--- src/ogcf_pkg.sv ---
`timescale 1ns / 1ps
package ogcf_pkg;

  localparam int W       = 28;
  localparam int ZW      = 21;
  localparam int STEPS   = 16;
  localparam int IW      = 4;
  localparam int QDEPTH  = 2;
  localparam int BW      = 16;

  localparam logic signed [ZW-1:0] HALF_PI = ZW'(102944);
  localparam logic signed [ZW-1:0] FULL_PI = ZW'(205888);
  localparam logic signed [ZW-1:0] TWO_PI  = ZW'(411776);
  localparam logic [15:0] KINV = 16'd39797;

  localparam logic CFG_OFFSET    = 1'b0;
  localparam logic CFG_CLEARANCE = 1'b1;

  typedef struct packed {
    logic [11:0]        range_mm;
    logic signed [17:0] zang;
    logic               last;
  } item_t;

  function automatic logic signed [ZW-1:0] atan_tab(input logic [IW-1:0] i);
    logic signed [ZW-1:0] v;
    unique case (i)
      4'd0:    v = ZW'(51472);
      4'd1:    v = ZW'(30385);
      4'd2:    v = ZW'(16055);
      4'd3:    v = ZW'(8150);
      4'd4:    v = ZW'(4091);
      4'd5:    v = ZW'(2047);
      4'd6:    v = ZW'(1024);
      4'd7:    v = ZW'(512);
      4'd8:    v = ZW'(256);
      4'd9:    v = ZW'(128);
      4'd10:   v = ZW'(64);
      4'd11:   v = ZW'(32);
      4'd12:   v = ZW'(16);
      4'd13:   v = ZW'(8);
      4'd14:   v = ZW'(4);
      default: v = ZW'(2);
    endcase
    return v;
  endfunction

  function automatic logic signed [ZW-1:0] wrap_angle(input logic signed [ZW-1:0] z);
    logic signed [ZW-1:0] r;
    r = z;
    if (r > FULL_PI) r = r - TWO_PI;
    if (r < -FULL_PI) r = r + TWO_PI;
    return r;
  endfunction

endpackage

--- src/ogcf_front.sv ---
`timescale 1ns / 1ps
module ogcf_front (
  input  logic               clk,
  input  logic               rst_n,
  input  logic               push,
  output logic               full,
  input  logic [11:0]        range_mm,
  input  logic signed [14:0] bearing,
  input  logic               last,
  output logic               q_valid,
  output ogcf_pkg::item_t    q_item,
  input  logic               q_pop
);

  ogcf_pkg::item_t mem_r [ogcf_pkg::QDEPTH];
  logic       wp_r, wp_nxt, rp_r, rp_nxt;
  logic [1:0] cnt_r, cnt_nxt;
  logic       wr, rd;
  ogcf_pkg::item_t it;

  assign full    = (cnt_r == 2'(ogcf_pkg::QDEPTH));
  assign q_valid = (cnt_r != 2'd0);
  assign q_item  = mem_r[rp_r];
  assign wr = push & ~full;
  assign rd = q_pop & q_valid;

  always_comb begin
    it.range_mm = range_mm;
    it.zang     = {{3{bearing[14]}}, bearing} <<< 3;
    it.last     = last;
    wp_nxt  = wp_r ^ wr;
    rp_nxt  = rp_r ^ rd;
    cnt_nxt = cnt_r + 2'(wr) - 2'(rd);
  end

  always_ff @(posedge clk) begin
    if (wr) mem_r[wp_r] <= it;
    if (!rst_n) begin
      wp_r  <= 1'b0;
      rp_r  <= 1'b0;
      cnt_r <= 2'd0;
    end else begin
      wp_r  <= wp_nxt;
      rp_r  <= rp_nxt;
      cnt_r <= cnt_nxt;
    end
  end

endmodule

--- src/ogcf_cordic.sv ---
`timescale 1ns / 1ps
module ogcf_cordic (
  input  logic                             clk,
  input  logic                             rst_n,
  input  logic                             start,
  input  logic                             vec,
  input  logic signed [ogcf_pkg::W-1:0]    x0,
  input  logic signed [ogcf_pkg::W-1:0]    y0,
  input  logic signed [ogcf_pkg::ZW-1:0]   z0,
  output logic                             done,
  output logic signed [ogcf_pkg::W-1:0]    x_o,
  output logic signed [ogcf_pkg::W-1:0]    y_o,
  output logic signed [ogcf_pkg::ZW-1:0]   z_o
);

  typedef enum logic [3:0] {
    C_IDLE  = 4'b0001,
    C_SCALE = 4'b0010,
    C_ITER  = 4'b0100,
    C_MAG   = 4'b1000
  } cst_t;

  cst_t state_r, state_nxt;
  logic vec_r, vec_nxt, done_r, done_nxt;
  logic [ogcf_pkg::IW-1:0] i_r, i_nxt;
  logic signed [ogcf_pkg::W-1:0] x_r, x_nxt, y_r, y_nxt;
  logic signed [ogcf_pkg::ZW-1:0] z_r, z_nxt;
  logic signed [ogcf_pkg::W-1:0] xs, ys;
  logic signed [ogcf_pkg::ZW-1:0] at;
  logic dir;

  function automatic logic signed [ogcf_pkg::W-1:0] unscale(
      input logic signed [ogcf_pkg::W-1:0] v);
    logic signed [ogcf_pkg::W+16:0] p;
    p = v * $signed({1'b0, ogcf_pkg::KINV});
    p = p + (ogcf_pkg::W+17)'(32768);
    p = p >>> 16;
    return p[ogcf_pkg::W-1:0];
  endfunction

  assign done = done_r;
  assign x_o  = x_r;
  assign y_o  = y_r;
  assign z_o  = z_r;

  always_comb begin
    state_nxt = state_r;
    vec_nxt   = vec_r;
    i_nxt     = i_r;
    x_nxt     = x_r;
    y_nxt     = y_r;
    z_nxt     = z_r;
    done_nxt  = 1'b0;
    xs  = x_r >>> i_r;
    ys  = y_r >>> i_r;
    at  = ogcf_pkg::atan_tab(i_r);
    dir = vec_r ? (y_r >= 0) : (z_r >= 0);
    unique case (state_r)
      C_IDLE: begin
        if (start) begin
          vec_nxt = vec;
          i_nxt   = '0;
          x_nxt = x0;
          y_nxt = y0;
          z_nxt = z0;
          if (vec) begin
            if (x0 == 0 && y0 == 0) begin
              done_nxt = 1'b1;
            end else begin
              z_nxt = '0;
              if (x0 < 0) begin
                if (y0 >= 0) begin
                  x_nxt = y0;  y_nxt = -x0; z_nxt = ogcf_pkg::HALF_PI;
                end else begin
                  x_nxt = -y0; y_nxt = x0;  z_nxt = -ogcf_pkg::HALF_PI;
                end
              end
              state_nxt = C_ITER;
            end
          end else begin
            if (z0 > ogcf_pkg::HALF_PI) begin
              x_nxt = -y0; y_nxt = x0; z_nxt = z0 - ogcf_pkg::HALF_PI;
            end else if (z0 < -ogcf_pkg::HALF_PI) begin
              x_nxt = y0; y_nxt = -x0; z_nxt = z0 + ogcf_pkg::HALF_PI;
            end
            state_nxt = C_SCALE;
          end
        end
      end
      C_SCALE: begin
        x_nxt = unscale(x_r);
        y_nxt = unscale(y_r);
        state_nxt = C_ITER;
      end
      C_ITER: begin
        if (vec_r ? dir : dir) begin
          x_nxt = vec_r ? x_r + ys : x_r - ys;
          y_nxt = vec_r ? y_r - xs : y_r + xs;
          z_nxt = vec_r ? z_r + at : z_r - at;
        end else begin
          x_nxt = vec_r ? x_r - ys : x_r + ys;
          y_nxt = vec_r ? y_r + xs : y_r - xs;
          z_nxt = vec_r ? z_r - at : z_r + at;
        end
        i_nxt = i_r + 1'b1;
        if (i_r == ogcf_pkg::IW'(ogcf_pkg::STEPS - 1)) begin
          if (vec_r) begin
            state_nxt = C_MAG;
          end else begin
            state_nxt = C_IDLE;
            done_nxt  = 1'b1;
          end
        end
      end
      C_MAG: begin
        x_nxt = unscale(x_r);
        state_nxt = C_IDLE;
        done_nxt  = 1'b1;
      end
      default: state_nxt = C_IDLE;
    endcase
  end

  always_ff @(posedge clk) begin
    x_r <= x_nxt;
    y_r <= y_nxt;
    z_r <= z_nxt;
    i_r <= i_nxt;
    vec_r <= vec_nxt;
    if (!rst_n) begin
      state_r <= C_IDLE;
      done_r  <= 1'b0;
    end else begin
      state_r <= state_nxt;
      done_r  <= done_nxt;
    end
  end

endmodule

--- src/ogcf_back.sv ---
`timescale 1ns / 1ps
module ogcf_back (
  input  logic                clk,
  input  logic                rst_n,
  input  logic [9:0]          offset_mm,
  input  logic [11:0]         clearance_mm,
  input  logic                q_valid,
  input  ogcf_pkg::item_t     q_item,
  output logic                q_pop,
  output logic                out_empty,
  input  logic                out_pop,
  output logic signed [14:0]  out_best_bearing,
  output logic                out_found
);

  localparam int W  = ogcf_pkg::W;
  localparam int ZW = ogcf_pkg::ZW;

  typedef enum logic [6:0] {
    B_IDLE = 7'b0000001,
    B_ROT1 = 7'b0000010,
    B_VEC1 = 7'b0000100,
    B_VEC2 = 7'b0001000,
    B_ROT2 = 7'b0010000,
    B_ROT3 = 7'b0100000,
    B_UPD  = 7'b1000000
  } bst_t;

  bst_t state_r, state_nxt;
  logic c_start, c_vec, c_done;
  logic signed [W-1:0]  c_x0, c_y0, c_x, c_y;
  logic signed [ZW-1:0] c_z0, c_z;

  logic signed [W-1:0]  x_r, x_nxt, y_r, y_nxt, d_r, d_nxt;
  logic signed [ZW-1:0] a_r, a_nxt, th_r, th_nxt;
  logic signed [W-1:0]  px_r, px_nxt, py_r, py_nxt, pd_r, pd_nxt;
  logic signed [ZW-1:0] pa_r, pa_nxt;
  logic have_r, have_nxt, any_r, any_nxt, last_r, last_nxt, ok_r, ok_nxt;
  logic signed [ogcf_pkg::BW-1:0] best_r, best_nxt, qv;
  logic ov_r, ov_nxt;
  logic signed [14:0] ob_r, ob_nxt;
  logic of_r, of_nxt;
  logic signed [W-1:0]  xs;
  logic signed [ZW-1:0] th;
  logic signed [ZW-1:0] th4;
  logic clr;

  function automatic logic beyond(input logic signed [W-1:0] v, input logic [11:0] c);
    logic signed [W-1:0] m;
    m = (v < 0) ? -v : v;
    return m > $signed({{(W-20){1'b0}}, c, 8'b0});
  endfunction

  ogcf_cordic u_cordic (
    .clk(clk), .rst_n(rst_n), .start(c_start), .vec(c_vec),
    .x0(c_x0), .y0(c_y0), .z0(c_z0), .done(c_done),
    .x_o(c_x), .y_o(c_y), .z_o(c_z)
  );

  assign out_empty        = ~ov_r;
  assign out_best_bearing = ob_r;
  assign out_found        = of_r;

  always_comb begin
    state_nxt = state_r;
    c_start = 1'b0; c_vec = 1'b0;
    c_x0 = '0; c_y0 = '0; c_z0 = '0;
    q_pop = 1'b0;
    x_nxt = x_r; y_nxt = y_r; d_nxt = d_r; a_nxt = a_r; th_nxt = th_r;
    px_nxt = px_r; py_nxt = py_r; pd_nxt = pd_r; pa_nxt = pa_r;
    have_nxt = have_r; any_nxt = any_r; last_nxt = last_r; ok_nxt = ok_r;
    best_nxt = best_r;
    ob_nxt = ob_r; of_nxt = of_r;
    ov_nxt = ov_r & ~out_pop;
    xs = c_x + $signed({{(W-18){1'b0}}, offset_mm, 8'b0});
    th = c_z;
    if (c_z > ogcf_pkg::HALF_PI) th = c_z - ogcf_pkg::FULL_PI;
    else if (c_z < -ogcf_pkg::HALF_PI) th = c_z + ogcf_pkg::FULL_PI;
    th4 = (th_r + ZW'(4)) >>> 3;
    qv = th4[ogcf_pkg::BW-1:0];
    clr = 1'b0;
    unique case (state_r)
      B_IDLE: begin
        if (q_valid && !(q_item.last && ov_r)) begin
          q_pop = 1'b1;
          last_nxt = q_item.last;
          c_start = 1'b1;
          c_x0 = $signed({{(W-20){1'b0}}, q_item.range_mm, 8'b0});
          c_z0 = ZW'(q_item.zang);
          state_nxt = B_ROT1;
        end
      end
      B_ROT1: begin
        if (c_done) begin
          x_nxt = xs; y_nxt = c_y;
          c_start = 1'b1; c_vec = 1'b1; c_x0 = xs; c_y0 = c_y;
          state_nxt = B_VEC1;
        end
      end
      B_VEC1: begin
        if (c_done) begin
          d_nxt = c_x; a_nxt = c_z;
          if (have_r) begin
            c_start = 1'b1; c_vec = 1'b1;
            c_x0 = px_r + x_r; c_y0 = py_r + y_r;
            state_nxt = B_VEC2;
          end else begin
            state_nxt = B_UPD;
          end
        end
      end
      B_VEC2: begin
        if (c_done) begin
          th_nxt = th;
          c_start = 1'b1; c_x0 = pd_r;
          c_z0 = ogcf_pkg::wrap_angle(th - pa_r);
          state_nxt = B_ROT2;
        end
      end
      B_ROT2: begin
        if (c_done) begin
          ok_nxt = beyond(c_y, clearance_mm);
          c_start = 1'b1; c_x0 = d_r;
          c_z0 = ogcf_pkg::wrap_angle(th_r - a_r);
          state_nxt = B_ROT3;
        end
      end
      B_ROT3: begin
        if (c_done) begin
          if (ok_r && beyond(c_y, clearance_mm)) begin
            if (!any_r || qv < best_r) best_nxt = qv;
            any_nxt = 1'b1;
          end
          state_nxt = B_UPD;
        end
      end
      B_UPD: begin
        px_nxt = x_r; py_nxt = y_r; pd_nxt = d_r; pa_nxt = a_r;
        have_nxt = 1'b1;
        if (last_r) begin
          ob_nxt = any_r ? best_r[14:0] : 15'sd0;
          of_nxt = any_r;
          ov_nxt = 1'b1;
          clr = 1'b1;
        end
        state_nxt = B_IDLE;
      end
      default: state_nxt = B_IDLE;
    endcase
    if (clr) begin
      have_nxt = 1'b0; any_nxt = 1'b0; best_nxt = '0;
    end
  end

  always_ff @(posedge clk) begin
    x_r <= x_nxt; y_r <= y_nxt; d_r <= d_nxt; a_r <= a_nxt; th_r <= th_nxt;
    last_r <= last_nxt; ok_r <= ok_nxt;
    ob_r <= ob_nxt; of_r <= of_nxt;
    if (!rst_n) begin
      state_r <= B_IDLE;
      px_r <= '0; py_r <= '0; pd_r <= '0; pa_r <= '0;
      have_r <= 1'b0; any_r <= 1'b0; best_r <= '0;
      ov_r <= 1'b0;
    end else begin
      state_r <= state_nxt;
      px_r <= px_nxt; py_r <= py_nxt; pd_r <= pd_nxt; pa_r <= pa_nxt;
      have_r <= have_nxt; any_r <= any_nxt; best_r <= best_nxt;
      ov_r <= ov_nxt;
    end
  end

endmodule

--- src/obstacle_gap_corridor_finder_core.sv ---
`timescale 1ns / 1ps
// Corridor finder for one range-sensor sweep. Push readings (range, Q2.13
// bearing, last); a word with last set yields one result word (smallest
// accepted corridor bearing, found flag). All trig runs on one shared
// 16-step CORDIC. The first reading of a sweep takes two passes plus
// two control states; later readings take five passes plus two. A zero
// vector in vectoring mode skips the iterations. A reading with last set
// waits while an earlier result word is still unread. A two-word input
// queue decouples the pusher from the engine.
module obstacle_gap_corridor_finder_core (
  input  logic               clk,
  input  logic               rst_n,
  input  logic               cfg_we,
  input  logic               cfg_addr,
  input  logic [11:0]        cfg_wdata,
  input  logic               in_push,
  output logic               in_full,
  input  logic [11:0]        in_range_mm,
  input  logic signed [14:0] in_bearing,
  input  logic               in_last,
  output logic               out_empty,
  input  logic               out_pop,
  output logic signed [14:0] out_best_bearing,
  output logic               out_found
);

  logic [9:0]  offset_r;
  logic [11:0] clear_r;
  logic q_valid, q_pop;
  ogcf_pkg::item_t q_item;

  always_ff @(posedge clk) begin
    if (!rst_n) begin
      offset_r <= 10'd240;
      clear_r  <= 12'd333;
    end else if (cfg_we) begin
      unique case (cfg_addr)
        ogcf_pkg::CFG_OFFSET:    offset_r <= cfg_wdata[9:0];
        ogcf_pkg::CFG_CLEARANCE: clear_r  <= cfg_wdata;
        default: ;
      endcase
    end
  end

  ogcf_front u_front (
    .clk(clk), .rst_n(rst_n), .push(in_push), .full(in_full),
    .range_mm(in_range_mm), .bearing(in_bearing), .last(in_last),
    .q_valid(q_valid), .q_item(q_item), .q_pop(q_pop)
  );

  ogcf_back u_back (
    .clk(clk), .rst_n(rst_n), .offset_mm(offset_r), .clearance_mm(clear_r),
    .q_valid(q_valid), .q_item(q_item), .q_pop(q_pop),
    .out_empty(out_empty), .out_pop(out_pop),
    .out_best_bearing(out_best_bearing), .out_found(out_found)
  );

endmodule
--- config.mk ---
export PLATFORM = sky130hd
export DESIGN_NAME = obstacle_gap_corridor_finder_core
export DESIGN_NICKNAME = d
export VERILOG_FILES = /design/src/ogcf_pkg.sv /design/src/ogcf_front.sv /design/src/ogcf_cordic.sv /design/src/ogcf_back.sv /design/src/obstacle_gap_corridor_finder_core.sv
export SDC_FILE = /design/constraint.sdc
export NUM_CORES = 2
export LEC_CHECK = 0
export BUFFER_PORTS_ARGS = -buffer_cell sky130_fd_sc_hd__buf_4
export CORE_MARGIN = 2
export CORE_UTILIZATION = 35
export CTS_BUF_LIST = sky130_fd_sc_hd__clkbuf_16
export DETAILED_ROUTE_END_ITERATION = 16
export GPL_ROUTABILITY_DRIVEN = 0
export PLACE_DENSITY = 0.6
export RECOVER_POWER = 50
export REMOVE_ABC_BUFFERS = 1
export SLEW_MARGIN = 15
export SYNTH_ARGS = -nofsm -noshare
export SYNTH_HDL_FRONTEND = slang
export SYNTH_HIERARCHICAL = 1
export SYNTH_SLANG_ARGS = --single-unit
--- constraint.sdc ---
create_clock -name clk -period 14.8 [get_ports clk]
set_clock_uncertainty 0.05 [all_clocks]
set_input_delay 0 -clock clk [delete_from_list [all_inputs] [get_ports clk]]
set_output_delay 0 -clock clk [all_outputs]
set_load 0.02 [all_outputs]
* Yosys cells after proc, flatten, opt, wreduce, memory -nomap -nowiden
Memories as Yosys holds them, arrays and structs flattened. A register that Yosys moved wholly into a read port is not among the register bits.
Cells that the tools add are included.
Widths: inputs -> output; s select.
** Operators by class
- Multiplexer cells :: 97
- Equal/unequal tests :: 22
- Multiply operators :: 2
- Order comparisons :: 15
- Shift-type cells :: 2
- Reduce and logical (&&, ||, !) cells :: 32
- Div/mod/pow operators :: 0
- Bitwise operators :: 10
- Add/subtract/negate cells :: 28
** Operators with widths (number)
- $mux 28 :: 29
- $mux 21 :: 23
- $pmux 28 s3 :: 2
- $pmux 28 s5 :: 1
- $add 28x28->28 :: 4
- $add 44x17->44 const B :: 2
- $mul 28x17->44 const B :: 2
- $neg 28->28 :: 3
- $logic_not 32->1 :: 2
- $pmux 21 s3 :: 1
- $sub 21x21->21 :: 3
- $ge 28x1->1 const B :: 2
- $lt 28x1->1 const B :: 2
- $pmux 28 s2 :: 1
- $sshr 28x4->28 :: 2
- $sub 28x28->28 :: 2
- $mux 7 :: 7
- $add 21x20->21 const B :: 2
- $gt 21x18->1 const B :: 2
- $gt 21x19->1 const B :: 2
- $lt 21x18->1 const B :: 2
- $lt 21x19->1 const B :: 2
- $pmux 21 s2 :: 1
- $pmux 7 s6 :: 1
- 50 further kinds :: 108
** Word-level totals
- Word-level logic and storage cells :: 240
- Memories kept :: 2
- Register bits after elaboration :: 388
- Bits in latches :: 0
- Bits in writable memories :: 56
- Bits in read-only memories :: 256
- Output and inout bits :: 18
- Input port bits :: 46
** Memory list
- (no name shown) :: depth 16, width 16, rd ports 1, clocked after Yosys merged registers in 1, write ports 0, RTL line ogcf_pkg.sv:27 : unique case (i)
- u_front.mem_r :: depth 2, width 28, rd ports 1, clocked after Yosys merged registers in 1, write ports 1, RTL line ogcf_front.sv:15 : ogcf_pkg::item_t mem_r [ogcf_pkg::QDEPTH];

* Depth between registers and ports, before layout
- Word-level depth :: 18
- Mapped depth :: 48
- Gate-level depth less buffers :: 43

* Modules after synthesis
The synthesis kept the hierarchy.
** By module, submodules not included
- ogcf_cordic :: times used 1, seq. area each 2882.8 µm², cells each 4429, area each 36552.6 µm²
- ogcf_back :: times used 1, seq. area each 6946.7 µm², cells each 2378, area each 20299.5 µm²
- ogcf_front :: times used 1, seq. area each 1781.7 µm², cells each 116, area each 2416.1 µm²
- obstacle_gap_corridor_finder_core :: times used 1, seq. area each 440.4 µm², cells each 96, area each 905.9 µm²

* Worst setup path after synthesis
No wires, ideal clock.
- Path type :: register to register
- Start point :: register u_back.u_cordic.z_r, in the netlist u_back/u_cordic/z_o[6]
- End point :: register u_back.u_cordic.x_r, in the netlist u_back/u_cordic/x_o[12] (data pin)
- Setup time :: 275 ps
- Buffers on the path :: 5
- Arrival time :: 8559 ps
- Stages on the path, launching flop included :: 44
- Required time :: 14475 ps
- Clock period less this slack :: 8884 ps
- Setup slack :: 5916 ps
- Path through :: edfxtp_1 -> inv_1 -> ha_1 -> nor4b_1 -> a31oi_1 -> a21oi_1 -> clkbuf_1 -> nand4_1 -> o21ai_0 -> xnor2_1 -> ha_1 -> clkbuf_1 -> nand2_1 -> a211o_1 -> a21oi_1 -> o31a_1 -> a31oi_2 -> nor4_1 -> (+8 left out) -> mux2i_1 -> a32o_1 -> a221oi_4 -> a21oi_2 -> and3_1 -> mux2i_1 -> nand2_1 -> a31o_2 -> a31oi_1 -> nor2_1 -> or3_1 -> a21bo_2 -> buf_2 -> nand2_4 -> o21ai_2 -> buf_2 -> a221oi_1 -> o221ai_1
** On the way
- Longest elaborated chain between the ends :: 18
- Elaborated cells on any way between the ends :: 27
- Classes of those cells :: 5 x add/sub; 7 x order compare; 15 x mux
** RTL lines
- start, declared :: RTL line ogcf_cordic.sv:27 : logic signed [ogcf_pkg::ZW-1:0] z_r, z_nxt;
- start signal, assigned :: RTL line ogcf_cordic.sv:127 : z_r <= z_nxt;
- $add 21x19->21 or $lt 21x18->1 (tied branches) :: RTL line ogcf_back.sv:78 : else if (c_z < -ogcf_pkg::HALF_PI) th = c_z + ogcf_pkg::FULL_PI;
- $mux 21 :: RTL line ogcf_back.sv:78
- $mux 21 * :: RTL line ogcf_back.sv:77 : if (c_z > ogcf_pkg::HALF_PI) th = c_z - ogcf_pkg::FULL_PI;
- via u_back.th[10] :: RTL line ogcf_back.sv:44 : logic signed [ZW-1:0] th;
- $sub 21x21->21 * :: RTL line ogcf_back.sv:116 : c_z0 = ogcf_pkg::wrap_angle(th - pa_r);
- $gt 21x19->1 or $sub 21x20->21 (tied branches) :: RTL line ogcf_pkg.sv:51 : if (r > FULL_PI) r = r - TWO_PI;
- $mux 21 * :: RTL line ogcf_pkg.sv:51
- $mux 21 * :: RTL line ogcf_back.sv:113 : if (c_done) begin
- (+5 left out)
- via u_back.c_z0[9] :: RTL line ogcf_back.sv:32 : logic signed [ZW-1:0] c_z0, c_z;
- $lt 21x18->1 :: RTL line ogcf_cordic.sv:83 : end else if (z0 < -ogcf_pkg::HALF_PI) begin
- $mux 28 :: RTL line ogcf_cordic.sv:83
- $mux 28 * :: RTL line ogcf_cordic.sv:81 : if (z0 > ogcf_pkg::HALF_PI) begin
- $mux 28 * :: RTL line ogcf_cordic.sv:66 : if (vec) begin
- $mux 28 * :: RTL line ogcf_cordic.sv:60 : if (start) begin
- $pmux 28 s3 * :: RTL line ogcf_cordic.sv:58 : unique case (state_r)
- via u_back.u_cordic.x_nxt, one bit :: RTL line ogcf_cordic.sv:26 : logic signed [ogcf_pkg::W-1:0] x_r, x_nxt, y_r, y_nxt;
- end signal, assigned :: RTL line ogcf_cordic.sv:125 : x_r <= x_nxt;
- end, declared :: RTL line ogcf_cordic.sv:26
The timed path passes the listed nets; every way through them passes the cells marked *. The select of a mux whose other input is x is not followed.
A chain may end at the register's enable or synchronous reset.

* Worst setup path in the final report
- Start point :: register u_back.u_cordic.z_r, in the netlist u_back/u_cordic/z_o[6]
- End point :: register u_back.u_cordic.y_r, in the netlist u_back/u_cordic/y_o[21] (data pin)
** On the way
- Longest elaborated chain between the ends :: 18
- Elaborated cells on any way between the ends :: 27
- Classes of those cells :: 5 x add/sub; 7 x order compare; 15 x mux
** RTL lines
- $add 21x19->21 or $lt 21x18->1 (tied branches) :: RTL line ogcf_back.sv:78
- $mux 21 :: RTL line ogcf_back.sv:78
- $mux 21 * :: RTL line ogcf_back.sv:77
- via u_back.th[7] :: RTL line ogcf_back.sv:44
- $sub 21x21->21 * :: RTL line ogcf_back.sv:116
- $sub 21x20->21 or $gt 21x19->1 (tied branches) :: RTL line ogcf_pkg.sv:51
- $mux 21 * :: RTL line ogcf_pkg.sv:51
- $mux 21 * :: RTL line ogcf_back.sv:113
- (+5 left out)
- via u_back.c_z0[7] :: RTL line ogcf_back.sv:32
- $lt 21x18->1 :: RTL line ogcf_cordic.sv:83
- $mux 28 :: RTL line ogcf_cordic.sv:83
- $mux 28 * :: RTL line ogcf_cordic.sv:81
- $mux 28 * :: RTL line ogcf_cordic.sv:66
- $mux 28 * :: RTL line ogcf_cordic.sv:60
- $pmux 28 s3 * :: RTL line ogcf_cordic.sv:58
- via u_back.u_cordic.y_nxt, one bit :: RTL line ogcf_cordic.sv:26
- end signal, assigned :: RTL line ogcf_cordic.sv:126 : y_r <= y_nxt;
- end, declared :: RTL line ogcf_cordic.sv:26
Marks and branches as above.

==> summary.txt <==
status - finished with violations
violated checks - max-capacitance violations, max-slew violations
mean area per synthesized cell - 8.57 um^2
RR Startpoint - u_back/u_cordic/z_o[6]$_DFFE_PP_
post-synth top area cell - fa_1
total grt overflow - 0
global-route wire length before repair - 300000 um
multi-input logic area - 43100 um^2
Layout fillers - 17400
number of setup violations in the final report - 0
CTS tree - done
worst hold endpoint - u_front/mem_r[1][10]$_DFFE_PP_
worst hold stages - 2
WL/cell - 21.0 um
# resized after CTS - 0
Crit. End Element - flip-flop
synth top area cells - fa_1, ha_1, edfxtp_1
Sink Count - 461
Core ar. - 171000 um^2
ys flop type - edfxtp_1
Root Buffer - clkbuf_16
Async S/R FF share, synth - 0%
cell row count - 152
startpoint types - flip-flop
Slew headroom - -125%
critical path peak fanout - 40
DRT Pass-1 Iters - 7
max-slew violation count - 702
DP HPWL - 148000 um
critical path arrival - 12150 ps
Reg-to-Reg End - u_back/u_cordic/y_o[21]$_DFFE_PP_
RSZ-0062 raised after global routing - false
final hold vios - 0
WP data required - 15140 ps
CTS clk-pin slew, worst paths - 70 ps
Routed Antenna Nets - 0
worst slew pin tran - 3370 ps
Via Count - 52400
Post-synth EDFFs - 282
Distinct cells, synth - 116
Reg2Reg Depth - 39
Clk Latency, worst-skew pair - 640 ps
Tmin final - 11810 ps
vias in the first global route - 51200
critical path class - reg -> reg
hold_sp - in_bearing[9]
min-delay worst type - in -> reg
Syn Inst Count - 7019
Max clock buf depth - 3
TritonCTS Buffers - 53
Mapped Area - 60200 um^2
initial antenna violation count - 8
number of setup buffers added after CTS - 0
total global-route track usage - 21.8%
area grow syn2layout - 8.63%
FF+latch count, synth - 461
H-tree levels - 2
max incr delay on CP - 840 ps
largest net degree at the start of global routing - 79
io pins - 64
setup TNS - 0 ps
DRT iter0 DRCs - 5704
die area - 175000 um^2
Initial Util - 35.2%
post-synthesis sequential area ratio - 20.0%
I/O Buffers - 63
flop-to-flop setup slack - 2990 ps
Post-CTS Hold Buffers - 67
DIE WIDTH - 419 um
Max Freq - 84.7 MHz
Post-Route WL - 195000 um
slowest cell on the critical path - a21oi_1
Die Span Y - 419 um
layout cells sized above 1 - 5.55%
DRC viols - 0
Yosys top cell area share - 14.8%
Ys Warns - 6
max-cap violations - 25
vias per std cell - 5.63
Register Area - 12100 um^2
Final Cycle Share - 79.8%
nets - 8195
count leader, synth - inv_1
commonest cells in the netlist - inv_1, ha_1, nand2_1, fa_1, a21oi_1
-- worst max path at each step --
stage	startpoint	endpoint	slack, ps	cells past startpoint
after floorplan	u_back/u_cordic/z_o[6]$_DFFE_PP_	u_back/u_cordic/y_o[10]$_DFFE_PP_	2980	40
after global placement	u_back/u_cordic/z_o[6]$_DFFE_PP_	u_back/u_cordic/y_o[21]$_DFFE_PP_	3620	39
after detailed placement	u_back/u_cordic/z_o[6]$_DFFE_PP_	u_back/u_cordic/y_o[21]$_DFFE_PP_	3390	39
after CTS	u_back/u_cordic/z_o[6]$_DFFE_PP_	u_back/u_cordic/y_o[21]$_DFFE_PP_	3370	39
after global routing	u_back/u_cordic/z_o[6]$_DFFE_PP_	u_back/u_cordic/x_o[27]$_DFFE_PP_	1970	39
final	u_back/u_cordic/z_o[6]$_DFFE_PP_	u_back/u_cordic/y_o[21]$_DFFE_PP_	2990	39
-- per-layer routing --
metal	part of all wire (%)	global-route usage (%)	vias to the layer above	wire, um
met5	0.0036	0	-	7
met1	44	30.5	25400	86300
met3	8.6	3.18	350	16700
met4	3.0	6.23	2	5920
met2	44	34.6	2263	86400
li1	-	-	24400	-
-- sequential cells by signal, summed over array words and instances (netlist names), 10 cells and up, named ones only --
name and flops:
clear_r 12, offset_r 10, u_back/a_r 21, u_back/best_r 16, u_back/d_r 28, u_back/out_best_bearing 15
u_back/pa_r 21, u_back/pd_r 28, u_back/px_r 28, u_back/py_r 28, u_back/th_r 21, u_back/u_cordic/at 16
u_back/u_cordic/x_o 28, u_back/u_cordic/y_o 28, u_back/u_cordic/z_o 21, u_back/x_r 28, u_back/y_r 28, u_front/mem_r 56
-- cells in the final DEF, fill, tap and decap left out, drive strengths merged, types with 55 or more instances in the layout --
| cell type | instances |
|---|---|
| mux2i | 84 |
| a21boi | 120 |
| nor2 | 421 |
| buf | 96 |
| o211ai | 69 |
| nor3 | 132 |
| a31oi | 55 |
| xor2 | 125 |
| o21ai | 402 |
| ha | 687 |
| edfxtp | 282 |
| nor2b | 57 |
| a21oi | 443 |
| clkbuf | 158 |
| nand2 | 659 |
| fa | 444 |
| a21o | 116 |
| inv | 1019 |
| xnor2 | 209 |
| dlygate4sd3 | 67 |
| a211oi | 68 |
| nand3 | 131 |
| dfxtp | 179 |
-- critical path: cells and delay by family (launching register included) --
| kind | cells | cell delay [ps] |
|---|---|---|
| and+or+nand+nor | 7 | 1230 |
| xor gates and xnor gates | 2 | 820 |
| buffers and inverters | 4 | 1200 |
| adders and majority gates | 3 | 930 |
| AOI/OAI and AO/OA | 22 | 6690 |
| muxes | 1 | 80 |
| DFF | 1 | 550 |
-- cells by family (layout without fill, tap and decap cells) --
logic type,after synthesis,after routing,share of synthesized area [%]
adder cells (fa/ha/maj),1131,1131,29.1
XOR/XNOR,335,335,4.92
other,1,4,0.00623
buffers and inverters,1327,1369,8.53
flip-flops,461,461,20.0
AO/OA/AOI/OAI,1798,1798,19.9
multiplexers,155,155,3.34
AND/OR/NAND/NOR,1811,1811,14.2
-- final cells by class --
class,count,area share (%)
Multi-Input combinational cell,5233,65.9
Sequential cell,461,18.4
Inverter,1009,5.79
Tap cell,2233,4.27
Timing Repair Buffer,260,2.76
Clock buffer,61,2.34
Clock inverter,39,0.492
Antenna cell,1,0.00383
-- metrics by stage --
stage | setup WS (ps) | area [um^2] | instances | hold slack, ps | util [%]
after global routing | 1970 | 65400 | 9296 | 64.9 | 38.2
after CTS | 3370 | 65700 | 9296 | 7.91 | 38.4
final | 2990 | 65400 | 9297 | 72.4 | 38.2
after floorplan | 2980 | 58800 | 6703 | 14.6 | -
after detailed placement | 3390 | 63200 | 9129 | 139 | 36.9
after global placement | 3620 | 63200 | 9128 | 137 | 36.9
Power is left out: the tool's default activity adds up to more than one toggle a clock period on the data nets, which glitch-free logic cannot reach.
